File: src/hdl/view_slot_allocator_macros.svh
// Assertion macros shared by the view slot allocator RTL.
`ifndef VIEW_SLOT_ALLOCATOR_MACROS_SVH
`define VIEW_SLOT_ALLOCATOR_MACROS_SVH

`ifndef SYNTH

// Same-cycle implication, checked on every rising edge outside reset.
`define VSA_ASSERT_NOW(label, clk, rst, ante, cons) \
  label: assert property (@(posedge clk) disable iff (rst) (ante) |-> (cons)) \
    else $error("assertion failed");

// Next-cycle implication, checked on every rising edge outside reset.
`define VSA_ASSERT_NEXT(label, clk, rst, ante, cons) \
  label: assert property (@(posedge clk) disable iff (rst) (ante) |=> (cons)) \
    else $error("assertion failed");

`else

`define VSA_ASSERT_NOW(label, clk, rst, ante, cons)
`define VSA_ASSERT_NEXT(label, clk, rst, ante, cons)

`endif

`endif

File: src/hdl/vsa_pkg.sv
// Package: sizes, register map and transaction types of the view slot allocator.
package vsa_pkg;

  localparam int SLOTS              = 16;
  localparam int SLOT_W             = $clog2(SLOTS);
  localparam int CNT_W              = $clog2(SLOTS + 1);
  localparam int ID_W               = 8;
  localparam int PAGE_SLICE_SIZE    = 4096;
  localparam int REQUEST_SLICE_SIZE = 4096;
  localparam int COUNT_SLICE_SIZE   = 64;
  localparam logic [ID_W-1:0] MAX_VIEW_ID = 8'd255;

  localparam int PAGE_OFF_W  = 16;
  localparam int LIST_OFF_W  = 16;
  localparam int COUNT_OFF_W = 10;

  // Config register map.
  localparam int ADDR_W = 3;
  localparam int CFG_W  = 5;
  localparam logic REG_MAX_VIEW_COUNT = 1'b0;
  localparam logic [CFG_W-1:0] MAX_VIEW_COUNT_RESET = 5'd16;

  // Request kinds.
  localparam logic ACTION_ACQUIRE = 1'b0;
  localparam logic ACTION_RELEASE = 1'b1;

  typedef struct packed {
    logic            action;
    logic [ID_W-1:0] view_id;
  } req_t;

  typedef struct packed {
    logic                   granted;
    logic [SLOT_W-1:0]      slot_index;
    logic [PAGE_OFF_W-1:0]  page_offset;
    logic [LIST_OFF_W-1:0]  request_list_offset;
    logic [COUNT_OFF_W-1:0] request_count_offset;
  } rsp_t;

endpackage

File: src/hdl/view_slot_allocator.sv
// View slot allocator: slot table with view ID lookup, lowest-free reuse and append.
// Path: a transaction accepted on start passes the input register, then one lookup/update
//   pass into the result registers, where done strobes it.
// Throughput: one per cycle; busy stays low, results cannot be stalled; releases give no result.
// Reset (rst, synchronous): frees all slots, clears the used count, drops any pending
//   transaction, and sets max_view_count to 16.
`include "view_slot_allocator_macros.svh"

module view_slot_allocator (
  input  logic                       clk,
  input  logic                       rst,
  // command channel
  input  logic                       start,
  output logic                       busy,
  input  vsa_pkg::req_t              req,
  output logic                       done,
  output vsa_pkg::rsp_t              result,
  // APB config port
  input  logic                       psel,
  input  logic                       penable,
  input  logic                       pwrite,
  input  logic [vsa_pkg::ADDR_W-1:0] paddr,
  input  logic [31:0]                pwdata,
  output logic [31:0]                prdata,
  output logic                       pready
);

  // ---------------------------------------------------------------------------
  // Config register
  // ---------------------------------------------------------------------------
  logic [vsa_pkg::CFG_W-1:0] max_view_count;
  logic                      cfg_wr;

  assign pready = 1'b1;
  assign cfg_wr = psel && penable && pwrite;

  always_ff @(posedge clk) begin
    if (rst) begin
      max_view_count <= vsa_pkg::MAX_VIEW_COUNT_RESET;
    end else if (cfg_wr && (paddr[2] == vsa_pkg::REG_MAX_VIEW_COUNT)) begin
      max_view_count <= pwdata[vsa_pkg::CFG_W-1:0];
    end
  end

  always_comb begin
    prdata = '0;
    if (paddr[2] == vsa_pkg::REG_MAX_VIEW_COUNT) begin
      prdata = {{(32 - vsa_pkg::CFG_W){1'b0}}, max_view_count};
    end
  end

  // ---------------------------------------------------------------------------
  // Input register: every transaction is captured, the pass below sees state
  // already updated by the previous transaction.
  // ---------------------------------------------------------------------------
  logic                      in_valid;
  logic                      in_action;
  logic [vsa_pkg::ID_W-1:0]  in_id;

  assign busy = 1'b0;

  always_ff @(posedge clk) begin
    if (rst) begin
      in_valid <= 1'b0;
    end else begin
      in_valid <= start;
    end
  end

  always_ff @(posedge clk) begin
    if (start) begin
      in_action <= req.action;
      in_id     <= req.view_id;
    end
  end

  // ---------------------------------------------------------------------------
  // Slot table. Owner IDs carry no reset; they are only looked at where busy.
  // ---------------------------------------------------------------------------
  logic [vsa_pkg::SLOTS-1:0]  slot_busy;
  logic [vsa_pkg::SLOTS-1:0]  slot_busy_next;
  logic [vsa_pkg::ID_W-1:0]   slot_owner [vsa_pkg::SLOTS];
  logic [vsa_pkg::CNT_W-1:0]  slots_used;
  logic [vsa_pkg::CNT_W-1:0]  slots_used_next;

  // Lookup pass
  logic                       legal;
  logic [vsa_pkg::SLOTS-1:0]  used_mask;
  logic [vsa_pkg::SLOTS-1:0]  match;
  logic [vsa_pkg::SLOTS-1:0]  free_slot;
  logic                       any_match;
  logic                       any_free;
  logic [vsa_pkg::SLOT_W-1:0] match_idx;
  logic [vsa_pkg::SLOT_W-1:0] free_idx;
  logic [vsa_pkg::CNT_W-1:0]  cap;
  logic                       can_append;

  logic                       owner_we;
  logic [vsa_pkg::SLOT_W-1:0] owner_idx;
  logic                       grant;
  logic [vsa_pkg::SLOT_W-1:0] grant_idx;
  logic                       emit;
  vsa_pkg::rsp_t              result_next;

  assign legal = (in_id != '0) && (in_id <= vsa_pkg::MAX_VIEW_ID);
  assign cap   = (max_view_count < vsa_pkg::CNT_W'(vsa_pkg::SLOTS)) ?
                 max_view_count : vsa_pkg::CNT_W'(vsa_pkg::SLOTS);
  assign can_append = slots_used < cap;

  always_comb begin
    for (int i = 0; i < vsa_pkg::SLOTS; i++) begin
      used_mask[i] = vsa_pkg::CNT_W'(i) < slots_used;
      match[i]     = slot_busy[i] && (slot_owner[i] == in_id);
      free_slot[i] = !slot_busy[i] && used_mask[i];
    end
  end

  assign any_match = |match;
  assign any_free  = |free_slot;

  // Lowest-index pick for both the ID hit and the free slot.
  always_comb begin
    match_idx = '0;
    free_idx  = '0;
    for (int i = vsa_pkg::SLOTS - 1; i >= 0; i--) begin
      if (match[i]) begin
        match_idx = vsa_pkg::SLOT_W'(i);
      end
      if (free_slot[i]) begin
        free_idx = vsa_pkg::SLOT_W'(i);
      end
    end
  end

  // Table update and grant decision
  always_comb begin
    slot_busy_next  = slot_busy;
    slots_used_next = slots_used;
    owner_we        = 1'b0;
    owner_idx       = free_idx;
    grant           = 1'b0;
    grant_idx       = '0;
    emit            = 1'b0;
    if (in_valid) begin
      if (in_action == vsa_pkg::ACTION_RELEASE) begin
        if (legal && any_match) begin
          slot_busy_next[match_idx] = 1'b0;
        end
      end else begin
        emit = 1'b1;
        if (legal) begin
          priority if (any_match) begin
            grant     = 1'b1;
            grant_idx = match_idx;
          end else if (any_free) begin
            grant     = 1'b1;
            grant_idx = free_idx;
            owner_we  = 1'b1;
            owner_idx = free_idx;
            slot_busy_next[free_idx] = 1'b1;
          end else if (can_append) begin
            grant     = 1'b1;
            grant_idx = slots_used[vsa_pkg::SLOT_W-1:0];
            owner_we  = 1'b1;
            owner_idx = slots_used[vsa_pkg::SLOT_W-1:0];
            slot_busy_next[owner_idx] = 1'b1;
            slots_used_next = slots_used + vsa_pkg::CNT_W'(1);
          end else begin
            grant = 1'b0;
          end
        end
      end
    end
  end

  // Offsets are the index times fixed slice sizes, cut to the field widths.
  always_comb begin
    result_next = '0;
    if (grant) begin
      result_next.granted              = 1'b1;
      result_next.slot_index           = grant_idx;
      result_next.page_offset          = vsa_pkg::PAGE_OFF_W'(
        32'(grant_idx) * 32'(vsa_pkg::PAGE_SLICE_SIZE));
      result_next.request_list_offset  = vsa_pkg::LIST_OFF_W'(
        32'(grant_idx) * 32'(vsa_pkg::REQUEST_SLICE_SIZE));
      result_next.request_count_offset = vsa_pkg::COUNT_OFF_W'(
        32'(grant_idx) * 32'(vsa_pkg::COUNT_SLICE_SIZE));
    end
  end

  always_ff @(posedge clk) begin
    if (rst) begin
      slot_busy  <= '0;
      slots_used <= '0;
      done       <= 1'b0;
    end else begin
      slot_busy  <= slot_busy_next;
      slots_used <= slots_used_next;
      done       <= emit;
    end
  end

  always_ff @(posedge clk) begin
    if (owner_we) begin
      slot_owner[owner_idx] <= in_id;
    end
    result <= result_next;
  end

  // ---------------------------------------------------------------------------
  // Assertions
  // ---------------------------------------------------------------------------
  // Owned slots always lie below the used count.
  `VSA_ASSERT_NOW(a_busy_below_used, clk, rst, 1'b1, (slot_busy & ~used_mask) == '0)

  // A granted slot is owned when its result is strobed.
  `VSA_ASSERT_NOW(a_grant_owned, clk, rst, done && result.granted,
                  slot_busy[result.slot_index])

  // A refused acquire carries all-zero fields.
  `VSA_ASSERT_NOW(a_refuse_zero, clk, rst, done && !result.granted,
                  result.slot_index == '0 && result.page_offset == '0 &&
                  result.request_list_offset == '0 && result.request_count_offset == '0)

  // The used count only ever steps up by one and stays within the table.
  `VSA_ASSERT_NEXT(a_used_step, clk, rst, 1'b1,
                   (slots_used == $past(slots_used) ||
                    slots_used == $past(slots_used) + vsa_pkg::CNT_W'(1)) &&
                   slots_used <= vsa_pkg::CNT_W'(vsa_pkg::SLOTS))

endmodule

File: config.mk
export PLATFORM = sky130hd
export DESIGN_NAME = view_slot_allocator
export DESIGN_NICKNAME = d
export VERILOG_FILES = /design/src/hdl/vsa_pkg.sv /design/src/hdl/view_slot_allocator.sv
export VERILOG_INCLUDE_DIRS = /design/src /design/src/hdl
export SDC_FILE = /design/constraint.sdc
export NUM_CORES = 1
export LEC_CHECK = 0
export BUFFER_PORTS_ARGS = -buffer_cell sky130_fd_sc_hd__buf_2
export CORE_MARGIN = 2
export CORE_UTILIZATION = 35
export DETAILED_ROUTE_END_ITERATION = 12
export HOLD_SLACK_MARGIN = 0.12
export PLACE_DENSITY = 0.59
export SLEW_MARGIN = 0
export SYNTH_ARGS = -nofsm -noshare
export SYNTH_HDL_FRONTEND = slang
export SYNTH_SLANG_ARGS = --single-unit
File: constraint.sdc
create_clock -name clk -period 3.8 [get_ports clk]
set_input_delay 0 -clock clk [delete_from_list [all_inputs] [get_ports clk]]
set_output_delay 0 -clock clk [all_outputs]
set_load 0.1 [all_outputs]
# Word-level counts from Yosys, hierarchy flattened

Memory sizes are Yosys's and may differ from the RTL's.
Index checks and enable logic that the tools add are counted.

Bitwise logic cells: 9
$add $sub $neg: 1
$mul: 0
Order comparisons: 25
Divide/modulo/power cells: 0
Muxes and demuxes: 72
Equal/unequal tests: 18
Reduce and logical (&&, ||, !) cells: 64
Shift-type cells: 0

Operators with widths:

| cell                                                       | number |
|---|---|
| 2-to-1 mux 4 bit                                           | 44 |
| equality test 8 bit                                        | 16 |
| 2-to-1 mux 16 bit                                          | 6 |
| 2-to-1 mux 47 bit                                          | 1 |
| logical AND 1 bit                                          | 40 |
| less-than comparator 4 x 5 -> 1 bit, first input constant  | 8 |
| bitwise OR 16 bit                                          | 2 |
| OR reduction 16 bit                                        | 2 |
| less-than comparator 3 x 5 -> 1 bit, first input constant  | 4 |
| bitwise AND 16 bit                                         | 1 |
| logical NOT 1 bit                                          | 16 |
| 2-to-1 mux 1 bit                                           | 16 |
| inverter 16 bit                                            | 1 |
| less-than comparator 4 x 5 -> 1 bit, second input constant | 3 |
| demux 1 bit (select 4 bit)                                 | 3 |
| >= comparator 4 x 1 -> 1 bit, second input constant        | 3 |
| less-than comparator 1 x 5 -> 1 bit, first input constant  | 2 |
| less-than comparator 2 x 5 -> 1 bit, first input constant  | 2 |
| 2-to-1 mux 5 bit                                           | 2 |
| <= comparator 8 bit, second input constant                 | 1 |
| nonzero test 8 bit                                         | 1 |
| AND reduction 6 bit                                        | 1 |
| adder 5 x 1 -> 5 bit, second input constant                | 1 |
| less-than comparator 5 bit                                 | 1 |
| 8 further kinds                                            | 12 |

Latch bits: 0
Memories: 1
Input bits: 50
Bits in read-only memories: 0
Output and inout bits: 82
Word-level logic and storage cells: 202
Register bits: 72
Bits in writable memories: 128

Memory list:

| name       | words | bits a word | rd ports | clocked after memory_dff | wr ports | RTL line                  | text |
|---|---|---|---|---|---|---|---|
| slot_owner | 16    | 8           | 16       | 0                        | 1        | view_slot_allocator.sv:82 | `logic [vsa_pkg::ID_W-1:0] slot_owner [vsa_pkg::SLOTS];` |

# Logic depth before layout (Yosys ltp)

Gate-level depths: netlist (run 1).

Word-level depth: 27
Gate-level depth with buffers: 13
Depth with buffers taken out: 12

# Worst setup path before layout (run 1)

Ideal clock, no wire load.

Kind: flip-flop to flip-flop
Start: register in_id[0] (netlist bit)
End: memory slot_owner[8][0] (netlist bit) (enable)
Arrival time: 3.053 ns
Path slack: 0.376 ns
Stages on the path, launching flop included: 14
Setup time: 0.370 ns
Clock period less this slack: 3.424 ns
Required time: 3.430 ns
Buffers on the path: 4
Path through: edfxtp_1 buf_4 buf_4 xnor2_1 nand4_1 nor3_1 nor4_1 nand3_1 nor2_1 and3_1 buf_4 buf_6 nand3_1 nor2_1

Word-level cells in the longest chain between the ends: 9
Elaborated cells on any way between the ends: 46
Classes of those cells: 1 x order compare; 16 x eq/ne; 10 x mux; 19 x reduce/logical

RTL lines:

| element                                | RTL line                   | text |
|---|---|---|
| start: declaration                     | view_slot_allocator.sv:58  | `logic [vsa_pkg::ID_W-1:0] in_id;` |
| start signal: assignment               | view_slot_allocator.sv:73  | `in_id <= req.view_id;` |
| equality test 8 bit                    | view_slot_allocator.sv:113 | `match[i] = slot_busy[i] && (slot_owner[i] == in_id);` |
| logical AND 1 bit                      | view_slot_allocator.sv:113 |  |
| OR reduction 16 bit                    | view_slot_allocator.sv:118 | `assign any_match = \|match;` |
| 2-to-1 mux 1 bit                       | view_slot_allocator.sv:152 | `priority if (any_match) begin` |
| 2-to-1 mux 1 bit                       | view_slot_allocator.sv:151 | `if (legal) begin` |
| 2-to-1 mux 1 bit                       | view_slot_allocator.sv:145 | `if (in_action == vsa_pkg::ACTION_RELEASE) begin` |
| 2-to-1 mux 1 bit                       | view_slot_allocator.sv:144 | `if (in_valid) begin` |
| 2-to-1 mux 1 bit                       | view_slot_allocator.sv:204 | `if (owner_we) begin` |
| 2-to-1 mux 1 bit (not written as such) | view_slot_allocator.sv:205 | `slot_owner[owner_idx] <= in_id;` |
| end: declaration                       | view_slot_allocator.sv:82  |  |

Parallel ways exist; a longest one is shown, timed or not.

# Worst setup path after layout (run 1)

Start: register in_id[3] (netlist bit)
End: memory slot_owner[4][6] (netlist bit) (enable)

Same word-level chain as after synthesis.

==> results of run 1 <==
[kinds of logic (layout without fill, tap and decap cells)]
family                     count (synthesis)  after routing  share of synthesized area (%)
DFF                                      170            170                           53.0
other                                      2             59                         0.0834
adders and majority gates                  8              8                           1.11
xor gates and xnor gates                 132            132                           12.8
and+or+nand+nor                          244            244                           14.2
AOI/OAI and AO/OA                        119            119                           9.34
buffers and inverters                    114            158                           8.98
muxes                                      4              4                          0.445
[cell usage in the layout (no fill, tap or decap), types with 3 or more instances in the layout]
cell / instances
nand2b_1: 7
o31ai_1: 7
nor3_1: 28
mux2i_1: 4
xnor2_1: 127
a22o_1: 4
ha_1: 8
a21oi_1: 29
nor2b_1: 11
o21a_1: 3
o21ai_0: 18
a21boi_0: 3
buf_12: 4
inv_6: 6
nand4_1: 26
nor4_1: 9
xor2_1: 5
a221o_1: 7
buf_2: 43
inv_1: 14
dlygate4sd3_1: 20
buf_4: 45
or3_1: 8
nand2_1: 45
nor2_1: 57
nand3b_1: 3
o32ai_1: 3
inv_8: 3
o21bai_1: 6
o211ai_1: 5
edfxtp_1: 137
conb_1: 59
dfxtp_1: 33
nand3_1: 26
clkbuf_16: 17
a211oi_1: 13
[power groups by stage]
stage	logic, mW	clock network [mW]	registers, mW
4_1_cts	0.630	1.78	2.06
3_3_place_gp	0.611	0	2.11
3_5_place_dp	0.614	0	2.11
2_1_floorplan	0.543	0	2.12
6_report	0.627	1.74	2.06
5_1_grt	0.669	1.86	2.07
[layout make-up]
class | count | area share (%)
clock buffers | 17 | 4.12
clock inverters | 15 | 1.65
inverters | 14 | 0.509
multi-input cells | 566 | 35.4
flip-flops and latches | 170 | 46.3
well taps | 330 | 4.00
repair buffers | 112 | 8.08
[worst paths after layout]
check           start                 to
max reg2reg  in_id[3]   slot_owner[4][6]
min reg2reg  in_valid               done
min            pwrite  max_view_count[4]
max          in_id[3]   slot_owner[4][6]
[critical path, delay by kind of cell (launching register included)]
family / cells / cell delay [ns]
simple gates: 8 / 2.11
buf+inv: 3 / 0.58
flops: 1 / 0.41
xor+xnor: 1 / 0.15
[state kept, by name, summed over array words and instances, names as in the netlist]
register	cells
slots_used	5
in_valid	1
result	5
slot_busy	16
in_id	8
slot_owner	128
max_view_count	5
done	1
in_action	1
[stage by stage]
step           std cells  hold slack (ns)
6_report            1224            0.198
5_1_grt             1224            0.249
4_1_cts             1224            0.190
3_5_place_dp        1172            0.178
3_3_place_gp        1172            0.177
2_1_floorplan        850           0.0989
[layer usage]
layer	vias to the layer above	share of wire [%]	GRT usage [%]
li1	2908	-	-
met1	2904	45	20.3
met2	217	47	24.5
met3	16	6.9	3.96
met4	0	1.1	3.75
met5	-	0	0
[what timing repair did]
| item | CTS | global route |
|---|---|---|
| hold buffers | 20 | 0 |
| endpoints found under the hold margin | 35 | 0 |
| setup endpoints to repair | 0 | 102 |
| resized for setup | 0 | 3 |
==> impl_summary.md, run 1 <==
Power
The design draws ~4.4 mW. Internal power comes to 3.13 mW. Of the total power, registers draw a little under half. Of the total power, the clock network draws between 30% and 40%. The power density normalized to cell area is roughly 430 nW/um^2. The maximum ir drop on the vdd rail is 0.221 mV. The combinational share of power is 14.1%. The switching share of power is 29.3%.

The analysis attributes to net switching a power of 1.30 mW. For this design the static power due to leakage is 3.53 nW.

Clock tree
The CTS tree is built. The clock latency on the worst-skew pair is 0.42 ns. The number of clock buffers inserted by TritonCTS is 17. In this run the number of H-tree levels came out at 4. The clock transition at the registers of the reported paths is 0.07 ns. CTS saw 170 sinks.

The clock tree buffer depth is 2. The count of buffers added by post-CTS timing repair for setup is 0. The tree is rooted in a clkbuf_16.

STA
Setup repair after global routing left no endpoint under its margin. The clock period minus final worst setup slack is 3.58 ns. The final worst-path cycle share is 94.2%.

The final worst-path setup slack is 0.220 ns. The final-report setup violation count is 0. The number of hold violations in the final report is 0. The pin slew with the least headroom to its limit is 0.807 ns.

Headroom to the max-slew limit came out at a little under half. The total count of max-transition violations in the final report is 0. Derived from the worst setup path, the maximum achievable clock frequency is 0.279 GHz.

The worst clock skew is 0.00995 ns. The final total negative setup slack is 0 ns.

Finish
After routing the design area is 10300 um^2. In the final layout, flip-flops and latches occupy 4770 um^2. 0 antenna diodes ended up in the layout.

The area overhead of the layout relative to synthesis is 14.6%. The area occupied by multi-input gates is between 3000 and 4000 um^2. The number of fill cells in the layout is 2370. Once layout is complete, the utilization of the core stands at about two fifths.

Of the cells placed in the final design, the portion with a size suffix greater than 1 is 16.1%. For this run, the post-layout net count is 939.

Synthesis
The most common cell in the synthesized netlist is edfxtp_1. The part of the Yosys area used for sequential elements is 53.0%. edfxtp_1 takes more of the synthesized area than any other cell. The number of synthesized flops with an enable pin is 137. Counting every instance in the synthesized netlist gives around 790. The netlist area before placement is 9000 um^2.

By count the netlist is led by 137 x edfxtp_1, 127 x xnor2_1, 89 x buf_4. The post-synthesis async set-or-reset flop share is 0%. After synthesis, the cell types taking the most area are edfxtp_1 46%, xnor2_1 12%, buf_4 7.4%.

The top cell type by area accounts for 45.7% of the synthesized area. The synthesized area divided by synthesized cell count is 11.4 um^2. The distinct cell type count after synthesis is a little under 70. The flip-flop and latch count after synthesis is 170. The number of warning messages in the yosys log is 0. For this run, the leading register cell type out of synthesis is edfxtp_1.

Global routing
For this run, the total global-route usage over all layers was measured as between 10% and 20%. The first global-routing pass estimated between 30000 and 40000 um of wire. The initial antenna violation count is 0. Entering global routing, the biggest net connects 34 pins. The via count of the first global-routing pass is 5728. After global routing the overflow that remains totals 0.

Detailed routing
After detailed routing, the total wire length is 20000 um. The detail-routed via count per cell is 4.94. The detailed-routing iteration count for the pre-antenna-repair pass is 5. The detailed router placed ~6000 vias in this run. The post-route antenna net violation count is 0.

The final routed wire length divided by cell count is 16.3 um. After detailed routing, the number of remaining DRC violations is 0. In this run, the number of DRC markers left after iteration 0 of detailed routing was 420.

Setup path
The critical path class is flop to flop. The worst setup path is captured at a flop. The arrival time at the worst endpoint is 3.72 ns. The number of cell instances on the worst register-to-register path is 12. The biggest fanout along the worst timing path is 22. The setup slack of the worst register-to-register path is 0.22 ns. In this design, the stage delay of the slowest critical-path cell is roughly 0.54 ns.

At the worst endpoint, the required time is 3.94 ns. Walking the worst path, the cells encountered are buf_12 > buf_4 > xnor2_1 > nand4_1 > nor3_1 > nor4_1 > nand3_2 > nor2_1 > and3_1 > or3b_4 > nor2_1 > buf_4. On the critical path, the stage with the largest delay is an instance of nor4_1. STA classifies the critical path startpoint as a flop.

Place
The number of buffers added on ports is 43. The area of placed instances is around 9500 um^2. The pre-CTS setup slack is 0.221 ns. The placed wire-length estimate after detailed placement is 14100 um. At the end of routability-driven placement, the weighted congestion stood at 0.885.

Run status
The run finished with clean final reports.

Floorplan
The starting utilization of the core area is 35.7%. The overall die area is 27000 um^2. The area inside the core boundary is between 20000 and 30000 um^2. The placement row count is 58. The floorplan step set the die height to 164 um.

For this design the top-level I/O count stands at 132. The die is between 150 and 200 um wide.

Min path
The worst min-delay path category is primary input to flop. The hold-critical path depth is 4.

Run
The tool flagged a number of max-cap violations equal to 0.
Power figures use the tool's default switching activity.
==> run 2, diff against run 1 <==
--- a/config.mk
+++ b/config.mk
@@ -10,8 +10,10 @@
 export CORE_MARGIN = 2
 export CORE_UTILIZATION = 35
 export DETAILED_ROUTE_END_ITERATION = 12
+export GPL_TIMING_DRIVEN = 0
 export HOLD_SLACK_MARGIN = 0.12
-export PLACE_DENSITY = 0.59
+export MAX_ROUTING_LAYER = met4
+export PLACE_DENSITY = 0.54
 export SLEW_MARGIN = 0
 export SYNTH_ARGS = -nofsm -noshare
 export SYNTH_HDL_FRONTEND = slang
==> run 2 against run 1 <==
Effect of this change: clock power shrank 2%; largest cell class unchanged; combinational power rose by 15%; cell count up 5.4%; setup slack worse by 0.12 ns; power is 1.3% higher.
==> impl_summary.md, run 2 (synthesis gave the netlist of run 1 again) <==
Run status
The flow ran to the end, and the final reports show no timing, DRC or antenna violations.

Place
After legalization and detailed placement, the total HPWL measured 16800 um. The number of buffers added on ports is 42. At the end of routability-driven placement, the weighted congestion stood at 0.901. OpenSTA, run right after detailed placement, puts the worst setup slack at -1.23 ns.

STA
The clock period minus final worst setup slack is 3.70 ns. The total count of max-transition violations in the final report was 0. After layout, the worst setup slack is 0.0991 ns. For the pin with the worst max-slew slack, the measured transition is 0.816 ns. The final worst-path cycle share is 97.4%. In this run the tightest slew margin relative to its limit is 45.2%. The final-report setup violation count is 0. For the final routed database, the setup TNS stands at 0 ns. The upper clock frequency limit is approximately 0.27 GHz.

Setup repair after global routing could not meet its margin everywhere. The clock arrives with 0.00835 ns of skew. The number of hold violations in the final report is 0.

Min path
The startpoint identified for the worst hold timing path is pwrite. The path class of the tightest hold or removal check is primary input to flop. The worst hold path passes through 4 cells. The path with the worst hold slack has its endpoint at max_view_count[0].

Setup path
The end of the worst register-to-register path is slot_owner[14][1]. Along the worst path, the maximum fanout reaches 10. STA classifies the critical path endpoint as a flop.

The number of cell instances on the worst register-to-register path is 15. The worst setup path is launched from a flop. The critical path is of the flop to flop type. Data arrives at the worst endpoint at 3.82 ns. The startpoint of the worst-slack reg-to-reg timing path is in_id[2]. STA puts the critical path data required time at 3.92 ns. The setup slack of the worst register-to-register path is 0.1 ns.

Floorplan
The height of the die is roughly 160 um. The initialized floorplan defines 58 standard-cell rows. The overall die area is 27000 um^2.

The area inside the core boundary is 25200 um^2. The die width is around 160 um. The starting utilization of the core area is 35.7%.

During I/O placement, the number of pins put on the boundary was 132.

Finish
Leaving out fill and tap cells, the most frequent cell in the layout is edfxtp_1. Relative to the synthesized area, the layout overhead comes to 22.3%. The top cell types in the final layout, fill and taps aside, are 137 x edfxtp_1, 127 x xnor2_1, 97 x buf_4. The largest registers in the layout are slot_owner: 128 flops, slot_busy: 16 flops, in_id: 8 flops. The register with the most flip-flops in the layout has between 100 and 150 of them. The final net count is 1005. The number of antenna diodes in the final layout is 0. The most flop-heavy register is slot_owner. The fraction of layout instances using a drive strength above 1 is between 20 and 25%.

Clock tree
For this design, the sink count on the clock tree is 170. Clock latency on the worst-skew pair, taken at its later pin, is 0.43 ns. The clock tree buffer depth is 2. The cell at the root of the clock tree is clkbuf_16. The clock transition at the registers of the reported paths is 0.07 ns. TritonCTS built the clock tree. The H-tree level count is 4. In this run, CTS created clock tree buffers numbering 17.

Detailed routing
The residual DRC count is 0. The first detailed-routing pass took 5 iterations. The total routed wirelength is 24500 um. The final routed wire length divided by cell count is 19.0 um. The first routing iteration left 307 violations. The detail-routed via count per cell is between 4 and 5.

The post-route antenna net violation count is 0. The detailed-route via count is 6398.

Global routing
The first global-routing pass estimated 37000 um of wire. The via count of the first global-routing pass is approximately 6000. For this run the aggregate overflow at the end of global routing stands at 0. Global routing used 19.2% of the available tracks. Entering global routing, the biggest net connects 19 pins. The initial antenna violation count was 0.

Power
The power consumption is 4.49 mW. For this design the ratio of total power to cell area is 408 nW/um^2. Across the VDD grid, the largest voltage drop is 0.258 mV. The analysis attributes to cell leakage a power of around 3.9 nW.

Run
The number of max-capacitance violations reported is 0.
## run 2: timing repair
action,CTS,global route
pin swaps,8,8
buffers inserted,14,4
setup endpoints to repair,145,128
hold endpoints to repair,27,0
hold buffers,18,0
gates resized for setup,46,14
## run 2: worst max-delay path by stage
stage	end	slack, ns	cells past startpoint	from
after CTS	slot_owner[11][0]	0.004	13	in_id[4]
after global routing	slot_owner[1][0]	-0.03	15	in_id[3]
after detailed placement	slot_owner[15][7]	-1.23	13	in_id[3]
final	slot_owner[14][1]	0.1	15	in_id[2]
after floorplan	slot_owner[8][0]	0.38	13	in_id[0]
after global placement	slot_owner[2][3]	-1.22	13	in_id[3]
## run 2: layout make-up
cell class	count	area, um^2
repair buffers	78	563
clock buffers	17	425
inverters	14	52.6
flip-flops and latches	170	4770
fillers	2385	14200
clock inverters	15	148
plain buffers	100	782
well taps	330	413
multi-input cells	566	3850
## run 2: through the flow
stage | hold slack [ns] | cell area (um^2) | std cells | utilization [%]
2_1_floorplan | 0.0989 | 9220 | 850 | -
3_3_place_gp | 0.176 | 9840 | 1222 | 39.1
3_5_place_dp | 0.179 | 9840 | 1222 | 39.1
4_1_cts | 0.140 | 10900 | 1286 | 43.4
5_1_grt | 0.180 | 11000 | 1290 | 43.7
6_report | 0.150 | 11000 | 1290 | 43.7
## run 2: worst max-delay path, stage by stage (launching register included)
cell and delay [ns]:
edfxtp_1 0.49, buf_4 0.26, buf_4 0.27, xnor2_1 0.12, nand4_1 0.10, nor3_1 0.09, nor4_2 0.26, buf_4 0.17
nand3_2 0.18, nor2_4 0.20, and3_1 0.30, buf_4 0.22, buf_6 0.17, nand3b_1 0.08, buf_4 0.21, nor2_4 0.24
## run 2: report_power, final
part / switching [mW] / total [mW] / leakage, nW / internal, mW
clock: 0.821 / 1.70 / 0.279 / 0.875
sequential: 0.0335 / 2.07 / 1.51 / 2.04
combinational: 0.519 / 0.719 / 2.09 / 0.200
## run 2: per-layer routing
| layer | GRT usage (%) | routed length (um) | vias to the layer above | part of all wire [%] |
|---|---|---|---|---|
| li1 | - | - | 3057 | - |
| met1 | 22.7 | 9990 | 3069 | 41 |
| met2 | 33.9 | 12400 | 231 | 51 |
| met3 | 3.01 | 1460 | 41 | 5.9 |
| met4 | 5.30 | 690 | 0 | 2.8 |
| met5 | - | 0 | - | 0 |
